**src/rtl/core/u8s_pkg.sv**
```systemverilog
// Package for the UTF-8 stream sanitizer: byte constants, the result word
// type and the lead-byte length decoder. Depends on nothing.
package u8s_pkg;

	localparam logic [7:0] QMARK      = 8'h3F;
	localparam logic [7:0] CONT_MASK  = 8'hC0;
	localparam logic [7:0] CONT_CODE  = 8'h80;
	localparam logic [7:0] LEAD2_MASK = 8'hE0;
	localparam logic [7:0] LEAD2_CODE = 8'hC0;
	localparam logic [7:0] LEAD3_MASK = 8'hF0;
	localparam logic [7:0] LEAD3_CODE = 8'hE0;
	localparam logic [7:0] LEAD4_MASK = 8'hF8;
	localparam logic [7:0] LEAD4_CODE = 8'hF0;

	// Sequence lengths implied by a byte; LEN_BAD marks a byte that cannot lead.
	localparam logic [2:0] LEN_BAD = 3'd0;
	localparam logic [2:0] LEN_1   = 3'd1;
	localparam logic [2:0] LEN_2   = 3'd2;
	localparam logic [2:0] LEN_3   = 3'd3;
	localparam logic [2:0] LEN_4   = 3'd4;

	// Depth of the result buffer in front of the output channel.
	localparam int unsigned PEND_DEPTH = 4;
	localparam int unsigned HELD_DEPTH = 3;

	typedef struct packed {
		logic [7:0] out_byte;
		logic       out_last;
		logic       text_clean;
	} out_word_t;

	function automatic logic [2:0] seq_len(input logic [7:0] c);
		logic [2:0] len;
		if (c[7] == 1'b0) begin
			len = LEN_1;
		end else if ((c & LEAD2_MASK) == LEAD2_CODE) begin
			len = LEN_2;
		end else if ((c & LEAD3_MASK) == LEAD3_CODE) begin
			len = LEN_3;
		end else if ((c & LEAD4_MASK) == LEAD4_CODE) begin
			len = LEN_4;
		end else begin
			len = LEN_BAD;
		end
		return len;
	endfunction

	function automatic logic is_cont(input logic [7:0] c);
		return (c & CONT_MASK) == CONT_CODE;
	endfunction

endpackage

```
**src/rtl/core/u8s_if.sv**
```systemverilog
// Valid/ready channel interfaces of the UTF-8 stream sanitizer: the raw byte
// input and the sanitized byte output. Depends on nothing.
interface u8s_in_if;
	logic       valid;
	logic       ready;
	logic [7:0] in_byte;
	logic       in_last;

	modport source (output valid, output in_byte, output in_last, input ready);
	modport sink   (input valid, input in_byte, input in_last, output ready);
endinterface

interface u8s_out_if;
	logic       valid;
	logic       ready;
	logic [7:0] out_byte;
	logic       out_last;
	logic       text_clean;

	modport source (output valid, output out_byte, output out_last, output text_clean,
		input ready);
	modport sink   (input valid, input out_byte, input out_last, input text_clean,
		output ready);
endinterface

```
**src/rtl/core/utf8_stream_sanitizer.sv**
```systemverilog
// Top level of the UTF-8 stream sanitizer: input register, sanitizing logic
// and result buffer. Depends on u8s_pkg and the interfaces in u8s_if.
//
// Usage. Raw text arrives on in_ch one word (a byte) per handshake, with
// in_last high on the final byte of a string. Sanitized bytes leave on out_ch;
// out_last marks the final byte of the string and text_clean, valid with it,
// is high when no byte of that string was replaced by a question mark.
// The single register, emoji_enable, is written through cfg_wr_en/cfg_wr_data
// and should only be changed while the block is idle.
// A word accepted on in_ch goes into the input register and is decoded there; its
// results are written into the result buffer, whose slot 0 is offered on out_ch.
// Throughput: one input word per cycle is sustained while the buffer has room. A word
// may yield up to four results; they wait in a four-entry result buffer that drains
// one word per cycle while out_ch is ready, and the input register holds its word only
// while the buffer (counting the word leaving in the same cycle) lacks room for them.
// When the receiver stalls the buffer fills and in_ch.ready falls after one
// more word has been taken into the input register.
// Reset clears the pending sequence, the string status and the buffer, and
// sets emoji_enable to one.
module utf8_stream_sanitizer
	import u8s_pkg::*;
(
	input  logic         clk,
	input  logic         arst_n,
	input  logic         cfg_wr_en,
	input  logic         cfg_wr_data,
	u8s_in_if.sink       in_ch,
	u8s_out_if.source    out_ch
);

	// Input register.
	logic       valid_s1;
	logic [7:0] byte_s1;
	logic       last_s1;

	// Sequence state: the lead byte and continuations held so far.
	logic [7:0] held_q [HELD_DEPTH];
	logic [1:0] held_cnt_q;
	logic       seen_bad_q;
	logic       emoji_q;

	// Result buffer, slot 0 faces the output channel.
	out_word_t  pend_q [PEND_DEPTH];
	logic [2:0] pend_cnt_q;

	// Decode of the word in the input register.
	logic [7:0] res_byte [PEND_DEPTH];
	out_word_t  res_word [PEND_DEPTH];
	logic [2:0] res_n;
	logic       res_bad;
	logic [1:0] held_cnt_nx;
	logic       store_en;
	logic [1:0] store_idx;

	logic [2:0] need;
	logic       cont;
	logic [2:0] fresh_len;
	logic       fresh_emit;
	logic       fresh_hold;
	logic       fresh_bad;
	logic [7:0] fresh_byte;
	logic       seen_bad_nx;

	logic       pop;
	logic       fire;
	logic [2:0] base;
	logic [3:0] fill;
	out_word_t  shifted [PEND_DEPTH];
	out_word_t  pend_nx [PEND_DEPTH];
	logic [2:0] slot_idx [PEND_DEPTH];
	logic [2:0] rel_idx [PEND_DEPTH];

	assign out_ch.valid      = (pend_cnt_q != 3'd0);
	assign out_ch.out_byte   = pend_q[0].out_byte;
	assign out_ch.out_last   = pend_q[0].out_last;
	assign out_ch.text_clean = pend_q[0].text_clean;

	assign pop = out_ch.valid && out_ch.ready;

	// What the input register's word would do on its own, were no bytes held:
	// ASCII passes, a bad lead or a lead that ends the string is replaced,
	// any other lead is held.
	assign fresh_len  = seq_len(byte_s1);
	assign fresh_emit = (fresh_len == LEN_1) || (fresh_len == LEN_BAD) || last_s1;
	assign fresh_bad  = (fresh_len != LEN_1) && ((fresh_len == LEN_BAD) || last_s1);
	assign fresh_hold = !fresh_emit;
	assign fresh_byte = (fresh_len == LEN_1) ? byte_s1 : QMARK;

	assign need = seq_len(held_q[0]);
	assign cont = is_cont(byte_s1);

	always_comb begin
		for (int i = 0; i < PEND_DEPTH; i++) begin
			res_byte[i] = QMARK;
		end
		res_n       = 3'd0;
		res_bad     = 1'b0;
		held_cnt_nx = held_cnt_q;
		store_en    = 1'b0;
		store_idx   = held_cnt_q;

		if (held_cnt_q != 2'd0 && cont && ({1'b0, held_cnt_q} + 3'd1 == need)) begin
			// The sequence completes with this byte.
			if (need == LEN_4 && !emoji_q) begin
				res_n   = 3'd1;
				res_bad = 1'b1;
			end else begin
				for (int i = 0; i < HELD_DEPTH; i++) begin
					res_byte[i] = (2'(i) < held_cnt_q) ? held_q[i] : byte_s1;
				end
				res_byte[PEND_DEPTH-1] = byte_s1;
				res_n = {1'b0, held_cnt_q} + 3'd1;
			end
			held_cnt_nx = 2'd0;
		end else if (held_cnt_q != 2'd0 && cont && !last_s1
				&& ({1'b0, held_cnt_q} + 3'd1 < need)) begin
			// Another continuation byte of an unfinished sequence.
			store_en    = 1'b1;
			held_cnt_nx = held_cnt_q + 2'd1;
		end else begin
			// Broken or cut-off sequence (or nothing held): every held byte turns
			// into a question mark and the new byte is looked at afresh.
			for (int i = 0; i < PEND_DEPTH; i++) begin
				res_byte[i] = (3'(i) < {1'b0, held_cnt_q}) ? QMARK : fresh_byte;
			end
			res_n       = {1'b0, held_cnt_q} + {2'b00, fresh_emit};
			res_bad     = (held_cnt_q != 2'd0) || fresh_bad;
			store_en    = fresh_hold;
			store_idx   = 2'd0;
			held_cnt_nx = fresh_hold ? 2'd1 : 2'd0;
		end
	end

	assign seen_bad_nx = seen_bad_q || res_bad;

	// The last result of a string carries the end mark and the clean flag.
	always_comb begin
		for (int i = 0; i < PEND_DEPTH; i++) begin
			res_word[i].out_byte   = res_byte[i];
			res_word[i].out_last   = last_s1 && (3'(i) == res_n - 3'd1);
			res_word[i].text_clean = last_s1 && (3'(i) == res_n - 3'd1) && !seen_bad_nx;
		end
	end

	// The word in the input register is decoded once its results fit.
	assign base = pend_cnt_q - {2'b00, pop};
	assign fill = {1'b0, base} + {1'b0, res_n};
	assign fire = valid_s1 && (fill <= 4'(PEND_DEPTH));

	assign in_ch.ready = !valid_s1 || fire;

	always_comb begin
		for (int j = 0; j < PEND_DEPTH; j++) begin
			shifted[j] = (pop && j < PEND_DEPTH - 1) ? pend_q[(j + 1) % PEND_DEPTH] : pend_q[j];
			slot_idx[j] = 3'(j);
			rel_idx[j]  = slot_idx[j] - base;
			if (fire && slot_idx[j] >= base && rel_idx[j] < res_n) begin
				pend_nx[j] = res_word[rel_idx[j][1:0]];
			end else begin
				pend_nx[j] = shifted[j];
			end
		end
	end

	always_ff @(posedge clk or negedge arst_n) begin
		if (!arst_n) begin
			valid_s1   <= 1'b0;
			held_cnt_q <= 2'd0;
			seen_bad_q <= 1'b0;
			pend_cnt_q <= 3'd0;
			emoji_q    <= 1'b1;
		end else begin
			if (cfg_wr_en) begin
				emoji_q <= cfg_wr_data;
			end
			if (in_ch.ready) begin
				valid_s1 <= in_ch.valid;
			end
			if (fire) begin
				held_cnt_q <= last_s1 ? 2'd0 : held_cnt_nx;
				seen_bad_q <= last_s1 ? 1'b0 : seen_bad_nx;
				pend_cnt_q <= fill[2:0];
			end else begin
				pend_cnt_q <= base;
			end
		end
	end

	// Payload registers carry no reset.
	always_ff @(posedge clk) begin
		if (in_ch.valid && in_ch.ready) begin
			byte_s1 <= in_ch.in_byte;
			last_s1 <= in_ch.in_last;
		end
		if (fire && store_en) begin
			held_q[store_idx] <= byte_s1;
		end
		for (int j = 0; j < PEND_DEPTH; j++) begin
			pend_q[j] <= pend_nx[j];
		end
	end

`ifndef NO_ASSERTIONS
	a_pend_bound: assert property (@(posedge clk) disable iff (!arst_n)
		pend_cnt_q <= 3'(PEND_DEPTH))
		else $error("result buffer count beyond its depth");

	a_string_end_clears: assert property (@(posedge clk) disable iff (!arst_n)
		fire && last_s1 |=> held_cnt_q == 2'd0 && !seen_bad_q)
		else $error("sequence state not cleared at the end of a string");

	a_last_has_result: assert property (@(posedge clk) disable iff (!arst_n)
		fire && last_s1 |-> res_n != 3'd0)
		else $error("final byte of a string produced no result");

	a_held_is_lead: assert property (@(posedge clk) disable iff (!arst_n)
		held_cnt_q != 2'd0 |-> (need == LEN_2 || need == LEN_3 || need == LEN_4))
		else $error("held sequence does not start with a lead byte");

	a_held_short: assert property (@(posedge clk) disable iff (!arst_n)
		held_cnt_q != 2'd0 |-> {1'b0, held_cnt_q} < need)
		else $error("held sequence already complete");
`endif

endmodule

```
**src/flat_wrapper.sv**
```systemverilog
// flat-port wrapper written by rule: the top's interface ports become plain ports
module utf8_stream_sanitizer_flat import u8s_pkg::*;
  (clk, arst_n, cfg_wr_en, cfg_wr_data, in_ch_valid, in_ch_in_byte, in_ch_in_last, in_ch_ready, out_ch_valid, out_ch_out_byte, out_ch_out_last, out_ch_text_clean, out_ch_ready);
  u8s_in_if in_ch_i ();
  u8s_out_if out_ch_i ();
  input  logic clk;
  input  logic arst_n;
  input  logic cfg_wr_en;
  input  logic cfg_wr_data;
  input wire logic [$bits(in_ch_i.valid)-1:0] in_ch_valid;
  input wire logic [$bits(in_ch_i.in_byte)-1:0] in_ch_in_byte;
  input wire logic [$bits(in_ch_i.in_last)-1:0] in_ch_in_last;
  output wire logic [$bits(in_ch_i.ready)-1:0] in_ch_ready;
  output wire logic [$bits(out_ch_i.valid)-1:0] out_ch_valid;
  output wire logic [$bits(out_ch_i.out_byte)-1:0] out_ch_out_byte;
  output wire logic [$bits(out_ch_i.out_last)-1:0] out_ch_out_last;
  output wire logic [$bits(out_ch_i.text_clean)-1:0] out_ch_text_clean;
  input wire logic [$bits(out_ch_i.ready)-1:0] out_ch_ready;
  assign in_ch_i.valid = in_ch_valid;
  assign in_ch_i.in_byte = in_ch_in_byte;
  assign in_ch_i.in_last = in_ch_in_last;
  assign in_ch_ready = in_ch_i.ready;
  assign out_ch_valid = out_ch_i.valid;
  assign out_ch_out_byte = out_ch_i.out_byte;
  assign out_ch_out_last = out_ch_i.out_last;
  assign out_ch_text_clean = out_ch_i.text_clean;
  assign out_ch_i.ready = out_ch_ready;
  utf8_stream_sanitizer u_core (.clk(clk), .arst_n(arst_n), .cfg_wr_en(cfg_wr_en), .cfg_wr_data(cfg_wr_data), .in_ch(in_ch_i), .out_ch(out_ch_i));
endmodule
```
**config.mk**
```make
export PLATFORM = sky130hd
export DESIGN_NAME = utf8_stream_sanitizer_flat
export DESIGN_NICKNAME = d
export VERILOG_FILES = /design/src/rtl/core/u8s_pkg.sv /design/src/rtl/core/u8s_if.sv /design/src/rtl/core/utf8_stream_sanitizer.sv /design/src/flat_wrapper.sv
export SDC_FILE = /design/constraint.sdc
export NUM_CORES = 1
export LEC_CHECK = 0
export ABC_CLOCK_PERIOD_IN_PS = 5600
export BUFFER_PORTS_ARGS = -buffer_cell sky130_fd_sc_hd__buf_2
export CAP_MARGIN = 10
export CORE_MARGIN = 2
export CORE_UTILIZATION = 35
export DETAILED_ROUTE_END_ITERATION = 10
export GPL_ROUTABILITY_DRIVEN = 0
export GPL_TIMING_DRIVEN = 1
export PLACE_DENSITY_LB_ADDON = 0.2
export SLEW_MARGIN = 20
export SYNTH_ARGS = -nofsm -noshare
export SYNTH_HDL_FRONTEND = slang
export SYNTH_SLANG_ARGS = --single-unit
```
**constraint.sdc**
```tcl
create_clock -name clk -period 5.6 [get_ports clk]
set_input_delay 0.84 -clock clk [delete_from_list [all_inputs] [get_ports clk]]
set_output_delay 0.84 -clock clk [all_outputs]
set_load 0.02 [all_outputs]
```
== Yosys cells after proc, flatten, opt, wreduce, memory -nomap -nowiden ==
Memory sizes are Yosys's and may differ from the RTL's.
Index checks and enable logic that the tools add are counted.
Widths: inputs -> output; s select.

* Memories: 2
* Input port bits: 15
* RAM bits: 64
* Register bits after elaboration: 17
* Output and inout port bits: 12

* Muxes and demuxes: 55
* Add/sub/neg operators: 10
* Magnitude comparators: 20
* Reduce and logical (&&, ||, !) cells: 41
* Equality and inequality tests: 14
* Bitwise logic cells: 4

{| class="wikitable"
|+ Memories
! memory !! depth !! bits a word !! rd ports !! clocked after memory_dff !! wr ports !! line !! text
|-
| u_core.pend_q || 4 || 10 || 4 || 0 || 4 || utf8_stream_sanitizer.sv:43 || <nowiki>out_word_t pend_q [PEND_DEPTH];</nowiki>
|-
| u_core.held_q || 3 || 8 || 3 || 0 || 1 || utf8_stream_sanitizer.sv:37 || <nowiki>logic [7:0] held_q [HELD_DEPTH];</nowiki>
|}

{| class="wikitable"
|+ Operators with widths
! operator !! count
|-
| $mux 10 || 15
|-
| $mux 32 || 3
|-
| $bmux 10 s2 || 4
|-
| $mux 8 || 7
|-
| $mux 3 || 12
|-
| $logic_and 1x1->1 || 26
|-
| $lt 3x3->1 || 5
|-
| $ge 3x3->1 const B || 4
|-
| $not 2->3 || 4
|-
| $eq 5x5->1 const B || 2
|-
| $mux 2 || 5
|-
| $eq 3x3->1 const B || 3
|-
| $mux 1 || 9
|-
| $eq 4x4->1 const B || 2
|-
| $lt 1x2->1 const A || 4
|-
| $eq 2x3->1 const A || 2
|-
| $ge 1x3->1 const A || 2
|-
| $ge 2x3->1 const A || 2
|-
| $logic_not 3->1 || 2
|-
| $logic_or 1x1->1 || 6
|-
| $sub 1x3->3 const A || 2
|-
| $sub 2x3->3 const A || 2
|-
| $logic_not 1->1 || 5
|-
| $add 3x3->4 || 1
|-
| 14 further kinds || 15
|}

== Longest topological paths before layout ==
Gate-level depths: netlist of run 1.

* Depth in word-level cells: 19
* Gate-level depth with buffers: 22
* Mapped depth without buffers: 18

== Worst setup path after synthesis of run 1 ==
Ideal clock, no wire load.

* Path type: register -> register
* Start point: register, netlist name u_core.held_cnt_q[1]
* End point: memory u_core.pend_q[3][0] (netlist bit), enable pin
* Period minus slack after synthesis: 5.126 ns
* Arrival time: 4.722 ns
* Setup time: 0.404 ns
* Data required time: 5.196 ns
* Stages on the path, launching flop included: 18
* Path buffers: 3
* Setup slack: 0.474 ns
* Path through: dfrtp_1 > clkbuf_1 > clkbuf_1 > inv_1 > ha_1 > ha_1 > nand4_1 > buf_4 > a21oi_1 > a31oi_1 > inv_1 > ha_1 > inv_1 > fa_1 > nand2_1 > a221oi_1 > nand2_1 > nor4_1

{| class="wikitable"
|+ RTL lines
! item !! line
|-
| end: declaration || utf8_stream_sanitizer.sv:43
|}

== Worst setup path in the final report of run 1 ==
* Start point: register u_core.held_cnt_q[1]
* End point: output in_ch_ready

* Cells in the longest elaborated chain, start to end: 10

{| class="wikitable"
|+ Ends and longest elaborated chain
! item !! line !! text
|-
| start: declaration || utf8_stream_sanitizer.sv:38 || <nowiki>logic [1:0] held_cnt_q;</nowiki>
|-
| start signal: assignment || utf8_stream_sanitizer.sv:180 || <nowiki>held_cnt_q <= last_s1 ? 2'd0 : held_cnt_nx;</nowiki>
|-
| branches (longest 5 deep; another with $add 2x1->3) || - ||
|-
| $mux 3 * || utf8_stream_sanitizer.sv:102 || <nowiki>if (held_cnt_q != 2'd0 && cont && ({1'b0, held_cnt_q} + 3'd1 == need)) begin</nowiki>
|-
| $add 3x3->4 * || utf8_stream_sanitizer.sv:147 || <nowiki>assign fill = {1'b0, base} + {1'b0, res_n};</nowiki>
|-
| $le 4x3->1 * || utf8_stream_sanitizer.sv:148 || <nowiki>assign fire = valid_s1 && (fill <= 4'(PEND_DEPTH));</nowiki>
|-
| $logic_and 1x1->1 * || utf8_stream_sanitizer.sv:148 ||
|-
| $logic_or 1x1->1 * || utf8_stream_sanitizer.sv:150 || <nowiki>assign in_ch.ready = !valid_s1 || fire;</nowiki>
|-
| end: declaration || flat_wrapper.sv:13 || <nowiki>output wire logic [$bits(in_ch_i.ready)-1:0] in_ch_ready;</nowiki>
|}

Every way passes the cells marked *.

==> flow_summary.json, run 1 <==
{
  "vias_per_cell": 5.18,
  "worst-endpoint-arrival_ns": 4.23,
  "number_of_global_route_vias_before_repair": 3277,
  "die_area_sq_um": 14400,
  "r2r-start": "u_core.held_cnt_q[1]",
  "core_area_sq_um": 13200,
  "postSynthNetCount": 475,
  "n_diodes": 0,
  "timing.setup.tns_ns": 0,
  "numClockSinks": 81,
  "routed_wl_um": 10400,
  "post-place-cells": 628,
  "cp.required_ns": 4.76,
  "clock_latency_ns": 0.35,
  "min-delay-path-class": "input port to async pin",
  "fin_cells": 644,
  "power.density_cell_area_nw_per_um2": 675,
  "path_depth": 15,
  "cell_types_with_the_largest_area_share_after_synthesis": "sky130_fd_sc_hd__edfxtp_1, sky130_fd_sc_hd__ha_1, sky130_fd_sc_hd__dfrtp_1",
  "grt_setup_unrepaired": "no",
  "combined_area_of_all_synthesized_cells_sq_um": 4720,
  "crit_path_start_kind": "register",
  "yosysWarningCount": 0,
  "synth_ff_type": "sky130_fd_sc_hd__edfxtp_1",
  "cts-buffers-inserted": 9,
  "drt_first_iter_violations": 224,
  "synth.largest_area_cell": "sky130_fd_sc_hd__edfxtp_1",
  "port-buffer-count": 26,
  "crit_type": "register to output pin",
  "timing.critical_path.buf_inv": 6,
  "worst-path-max-fanout": 18,
  "grtUsageTotal_pct": 15.6,
  "firstDrtPassIters": 4,
  "period_share_pct": 90.5,
  "final_layout_size_suffix_gt1_share_pct": 18.4,
  "row_count": 42,
  "hold_ws_ns": 0.319,
  "power_report.internal_total_mw": 2.01,
  "grt_overflow": 0,
  "routedWlPerCell_um": 16.1,
  "power.sequential.fraction_pct": 30.0,
  "totalPowerFinal_mw": 3.61,
  "die_height_um": 120,
  "cpMaxStageDelayCell": "sky130_fd_sc_hd__fa_1",
  "seq_total_area_yosys_pct": 50.7,
  "power.combinational.fraction_pct": 55.0,
  "clk_transition_reported_paths_ns": 0.06,
  "netSwitchingPower_mw": 1.59,
  "clock_tree.htree_level_count": 3,
  "clock_network_fraction_of_total_power_pct": 15.0,
  "initial_utilization_pct": 35.8,
  "path_cells": "buf_4, inv_1, ha_1, ha_1, nand4_1, buf_4, a31oi_1, inv_1, ha_1, inv_1, fa_1, nand2_1, a221oi_1, nand2b_1, buf_2",
  "status": "complete, no violations",
  "cts_root_buffer": "sky130_fd_sc_hd__clkbuf_16",
  "critical_path.endpoint_type": "output pin",
  "setup_fix_buffers_added_after_clock_tree_synthesis": 0,
  "global_route_wire_length_before_repair_um": 17400,
  "postSynthCellCount": 433,
  "clock_tree_skew_after_final_layout_ns": 0.00958,
  "report.final.slew_viol_count": 0,
  "cts_resized": 0,
  "timing.final.hold_violations": 0,
  "grt_antenna_before_repair": 0,
  "setup-violations-final": 0,
  "synth_area_per_cell_sq_um": 10.9,
  "post_dp_hpwl_um": 7840,
  "max-clock-path-buffers": 2,
  "worst_setup_path_startpoint": "u_core.held_cnt_q[1]",
  "max_cap_viol_count": 0,
  "vias": 3339,
  "route.detailed.drc": 0,
  "max_slew.worst_pin.slew_ns": 0.619,
  "synth_cell_types": 62,
  "worst_path_largest_cell_delay_ns": 0.57,
  "detail-route-antenna-nets": 0,
  "chipWidth_um": 120,
  "r2r.worst_path.cells": 17,
  "min_period_ns": 5.07,
  "achievable_freq_ghz": 0.197,
  "slew_headroom_pct": 58.6,
  "critPathTopFamily": "adder cells",
  "synth.ff_latch_count": 81,
  "flow.area_growth_from_synthesis_pct": 13.3,
  "final_net_count": 505,
  "cts_tree": "built",
  "asyncSetResetFlopFracSynth_pct": 9.88,
  "netSwitchingFraction_pct": 44.2,
  "ir_drop_v": 0.000264,
  "pin_count": 27,
  "grt_max_degree": 30,
  "synth_top_area_share_pct": 46.4,
  "quantity_of_hold_fixing_buffers_added_after_cts": 0,
  "synth-edff-count": 73,
  "power.static_leakage_nw": 2.02
}
## cell usage in the layout (no fill, tap or decap), types with 3 or more instances in the layout
cell	instances
sky130_fd_sc_hd__a211oi_1	5
sky130_fd_sc_hd__a21bo_2	4
sky130_fd_sc_hd__a21oi_1	33
sky130_fd_sc_hd__a221o_1	4
sky130_fd_sc_hd__a22o_1	6
sky130_fd_sc_hd__a22oi_1	3
sky130_fd_sc_hd__a31oi_1	3
sky130_fd_sc_hd__a32oi_1	3
sky130_fd_sc_hd__buf_2	26
sky130_fd_sc_hd__buf_4	14
sky130_fd_sc_hd__clkbuf_16	9
sky130_fd_sc_hd__clkinv_1	3
sky130_fd_sc_hd__dfrtp_1	7
sky130_fd_sc_hd__edfxtp_1	73
sky130_fd_sc_hd__ha_1	26
sky130_fd_sc_hd__inv_1	23
sky130_fd_sc_hd__mux2_2	11
sky130_fd_sc_hd__mux2i_1	11
sky130_fd_sc_hd__nand2_1	39
sky130_fd_sc_hd__nand2b_1	6
sky130_fd_sc_hd__nand3_1	8
sky130_fd_sc_hd__nand3_2	3
sky130_fd_sc_hd__nor2_1	37
sky130_fd_sc_hd__nor2b_1	3
sky130_fd_sc_hd__nor3_1	11
sky130_fd_sc_hd__nor4_1	3
sky130_fd_sc_hd__o21ai_0	17
sky130_fd_sc_hd__o22a_1	4
sky130_fd_sc_hd__o22ai_1	16
sky130_fd_sc_hd__or2_2	7
sky130_fd_sc_hd__or3_1	3
sky130_fd_sc_hd__xnor2_1	5
## registers in the layout, indices dropped and copies added, names as in the netlist
signal             flops
u_core.byte_s1         8
u_core.last_s1         1
u_core.held_q         24
u_core.emoji_q         1
u_core.valid_s1        1
u_core.seen_bad_q      1
u_core.pend_q         40
u_core.held_cnt_q      2
u_core.pend_cnt_q      3
## path summary, 6_finish.rpt
path | end | slack, ns
hold reg to reg | u_core.pend_q[1][8] | 0.52
setup reg to reg | u_core.pend_q[2][6] | 0.57
max in group asynchronous | u_core.emoji_q | 5.04
setup / recovery | in_ch_ready | 0.53
min in group clk | u_core.pend_q[1][8] | 0.52
hold / removal | u_core.held_cnt_q[0] | 0.32
## synth_stat cells, types with 6 or more instances
master                     instances
sky130_fd_sc_hd__nand2b_1          6
sky130_fd_sc_hd__mux2_2           11
sky130_fd_sc_hd__a22o_1            6
sky130_fd_sc_hd__edfxtp_1         73
sky130_fd_sc_hd__o21ai_0          17
sky130_fd_sc_hd__or2_2             7
sky130_fd_sc_hd__a21oi_1          33
sky130_fd_sc_hd__nor2_1           37
sky130_fd_sc_hd__clkbuf_1         12
sky130_fd_sc_hd__inv_1            23
sky130_fd_sc_hd__mux2i_1          11
sky130_fd_sc_hd__o22ai_1          16
sky130_fd_sc_hd__ha_1             26
sky130_fd_sc_hd__dfrtp_1           7
sky130_fd_sc_hd__nand2_1          39
sky130_fd_sc_hd__nor3_1           11
sky130_fd_sc_hd__nand3_1           8
## kinds of logic (layout without fill, tap and decap cells)
| family | Yosys count | in the layout | share of synthesized area, % |
|---|---|---|---|
| AOI/OAI and AO/OA | 117 | 117 | 17.1 |
| xor gates and xnor gates | 6 | 6 | 1.11 |
| adders and majority gates | 28 | 28 | 7.55 |
| buffers and inverters | 45 | 80 | 4.16 |
| DFF | 81 | 81 | 50.7 |
| muxes | 24 | 24 | 5.43 |
| and+or+nand+nor | 132 | 132 | 13.9 |
## per-layer routing
metal	track usage, %	share of wire [%]	up-vias
met2	22.3	43	81
met1	22.8	51	1559
met4	7.13	2.2	0
li1	-	-	1685
met5	0	0	-
met3	2.99	4.1	14
## power groups by stage
stage | sequential (mW) | clock [mW] | combinational, mW
after floorplan | 1.10 | 0 | 1.43
after global placement | 1.10 | 0 | 1.95
after detailed placement | 1.10 | 0 | 1.97
after CTS | 1.08 | 0.559 | 1.98
after global routing | 1.11 | 0.589 | 2.23
final | 1.08 | 0.542 | 1.98
## metrics by stage
step                setup slack (ns)  instance area [sq um]  util (%)
floorplan                      0.474                   4720         -
global placement               0.779                   5080      38.5
detailed placement             0.599                   5080      38.5
CTS                            0.534                   5350      40.5
global route                   0.157                   5350      40.5
finish                         0.534                   5350      40.5
## final cells by class
class                   instances  area (sq um)
fillers                      1263          7840
flip-flops and latches         81          2390
multi-input cells             307          2140
repair buffers                 40           235
clock buffers                  10           229
well taps                     176           220
inverters                      24          90.1
clock inverters                 6          41.3
(Power assumes the default switching activity.)
==> run 2: changes to the inputs <==
ABC_CLOCK_PERIOD_IN_PS = 5100   (was 5600)
clock period = 5.1 ns   (was 5.6 ns; I/O delays follow)
==> flow_summary.json, run 2 (synthesized netlist as in run 1, its figures left out) <==
{
  "drt_first_iter_violations": 204,
  "min-delay-path-class": "input port to async pin",
  "netSwitchingFraction_pct": 43.5,
  "cts-buffers-inserted": 9,
  "timing.setup.tns_ns": 0,
  "clock_tree.htree_level_count": 3,
  "row_count": 42,
  "commonest_non_fill_non_tap_cells_in_the_layout": "sky130_fd_sc_hd__edfxtp_1, sky130_fd_sc_hd__nand2_1, sky130_fd_sc_hd__nor2_1",
  "number_of_global_route_vias_before_repair": 3211,
  "netSwitchingPower_mw": 1.77,
  "n_diodes": 0,
  "cts_root_buffer": "sky130_fd_sc_hd__clkbuf_16",
  "status": "complete, no violations",
  "clock_latency_ns": 0.34,
  "setup-violations-final": 0,
  "report.final.slew_viol_count": 0,
  "worst-endpoint-arrival_ns": 4.03,
  "layout_top_registers": "u_core.pend_q: 40 flops, u_core.held_q: 24 flops, u_core.byte_s1: 8 flops",
  "r2r-start": "u_core.held_cnt_q[0]",
  "critical_path.endpoint_type": "output pin",
  "largest-register": "u_core.pend_q",
  "power.density_cell_area_nw_per_um2": 749,
  "global_route_wire_length_before_repair_um": 17300,
  "max-clock-path-buffers": 2,
  "max_slew.worst_pin.slew_ns": 0.491,
  "chipWidth_um": 120,
  "max_cap_viol_count": 0,
  "number_of_flip_flops_in_the_largest_register": 40,
  "pin_count": 27,
  "grt_overflow": 0,
  "cts_tree": "built",
  "worst-path-max-fanout": 8,
  "flow.area_growth_from_synthesis_pct": 14.9,
  "post-place-cells": 633,
  "power.static_leakage_nw": 2.06,
  "slew_headroom_pct": 66.8,
  "fin_cells": 649,
  "achievable_freq_ghz": 0.209,
  "routedWlPerCell_um": 16.4,
  "power.sequential.fraction_pct": 29.3,
  "core_area_sq_um": 13200,
  "grt_max_degree": 30,
  "grtUsageTotal_pct": 15.8,
  "initial_utilization_pct": 35.8,
  "period_share_pct": 94.0,
  "crit_type": "register to output pin",
  "final_net_count": 510,
  "cp.required_ns": 4.34,
  "grt_antenna_before_repair": 0,
  "numClockSinks": 81,
  "detail-route-antenna-nets": 0,
  "worst_setup_path_startpoint": "u_core.held_cnt_q[0]",
  "setup_fix_buffers_added_after_clock_tree_synthesis": 0,
  "fin_util_pct": 41.1,
  "port-buffer-count": 26,
  "clock_network_fraction_of_total_power_pct": 15.8,
  "crit_path_start_kind": "register",
  "min_period_ns": 4.80,
  "ir_drop_v": 0.000257,
  "clock_tree_skew_after_final_layout_ns": 0.00734,
  "most_common_library_cell_in_the_layout_ignoring_fill_and_taps": "sky130_fd_sc_hd__edfxtp_1",
  "routed_wl_um": 10700,
  "power.combinational.fraction_pct": 54.9,
  "grt_setup_unrepaired": "no",
  "final_layout_size_suffix_gt1_share_pct": 20.3,
  "power_report.internal_total_mw": 2.30,
  "vias_per_cell": 5.24,
  "vias": 3398,
  "route.detailed.drc": 0,
  "clk_transition_reported_paths_ns": 0.06,
  "timing.final.hold_violations": 0,
  "die_height_um": 120,
  "post_dp_hpwl_um": 8210,
  "firstDrtPassIters": 5,
  "die_area_sq_um": 14400
}
-- run 2: worst max-delay path, stage by stage (launching register included) --
cell and delay, ns:
sky130_fd_sc_hd__dfrtp_1 0.47, sky130_fd_sc_hd__inv_1 0.12, sky130_fd_sc_hd__ha_1 0.38, sky130_fd_sc_hd__ha_1 0.34, sky130_fd_sc_hd__nor2b_1 0.13, sky130_fd_sc_hd__o21ai_0 0.10
sky130_fd_sc_hd__nand3_2 0.20, sky130_fd_sc_hd__a31oi_4 0.12, sky130_fd_sc_hd__inv_2 0.13, sky130_fd_sc_hd__ha_1 0.21, sky130_fd_sc_hd__inv_1 0.09, sky130_fd_sc_hd__fa_1 0.57
sky130_fd_sc_hd__nand2_1 0.05, sky130_fd_sc_hd__a221oi_1 0.33, sky130_fd_sc_hd__nand2b_1 0.24, sky130_fd_sc_hd__buf_2 0.19
-- run 2: stage by stage --
stage	hold WS, ns	setup WS (ns)	power, mW	cell area, sq um
after global routing	0.272	0.0424	4.40	5430
after CTS	0.259	0.190	4.07	5410
after detailed placement	0.517	0.262	3.42	5110
final	0.261	0.304	4.06	5430
after global placement	0.510	0.479	3.39	5110
after floorplan	0.469	0.00115	2.79	4730
-- run 2: layout make-up --
type | count | area [sq um]
Sequential cell | 81 | 2390
Tap cell | 176 | 220
Clock buffer | 9 | 225
Clock inverter | 7 | 70.1
Inverter | 24 | 90.1
Multi-Input combinational cell | 307 | 2150
Timing Repair Buffer | 45 | 273
Fill cell | 1266 | 7760
-- run 2: per-layer routing --
layer | routed length (um) | up-vias | global-route usage [%]
met5 | 0 | - | 0
met4 | 191 | 0 | 6.40
met3 | 600 | 10 | 2.85
met2 | 4620 | 100 | 23.6
met1 | 5250 | 1589 | 22.6
li1 | - | 1699 | -
-- run 2: path summary, 6_finish.rpt --
kind                                        to  slack, ns  cells after the start
setup / recovery                   in_ch_ready       0.30                     15
hold / removal                 u_core.valid_s1       0.26                      1
setup reg to reg           u_core.pend_q[2][3]       0.42                     17
hold reg to reg            u_core.pend_q[0][8]       0.52                      2
max in group asynchronous       u_core.emoji_q       4.61                      1
min in group clk           u_core.pend_q[0][8]       0.52                      2
-- run 2: timing repair --
| item | 4_1_cts | 5_1_grt |
|---|---|---|
| endpoints found under the setup margin | 0 | 45 |
| hold buffers | 0 | 0 |
| resized for setup | 0 | 4 |
-- run 2: power by group through the flow --
stage	clock, mW	sequential (mW)	combinational, mW
2_1_floorplan	0	1.21	1.58
3_3_place_gp	0	1.20	2.19
3_5_place_dp	0	1.21	2.21
4_1_cts	0.657	1.20	2.22
5_1_grt	0.679	1.22	2.50
6_report	0.640	1.19	2.23
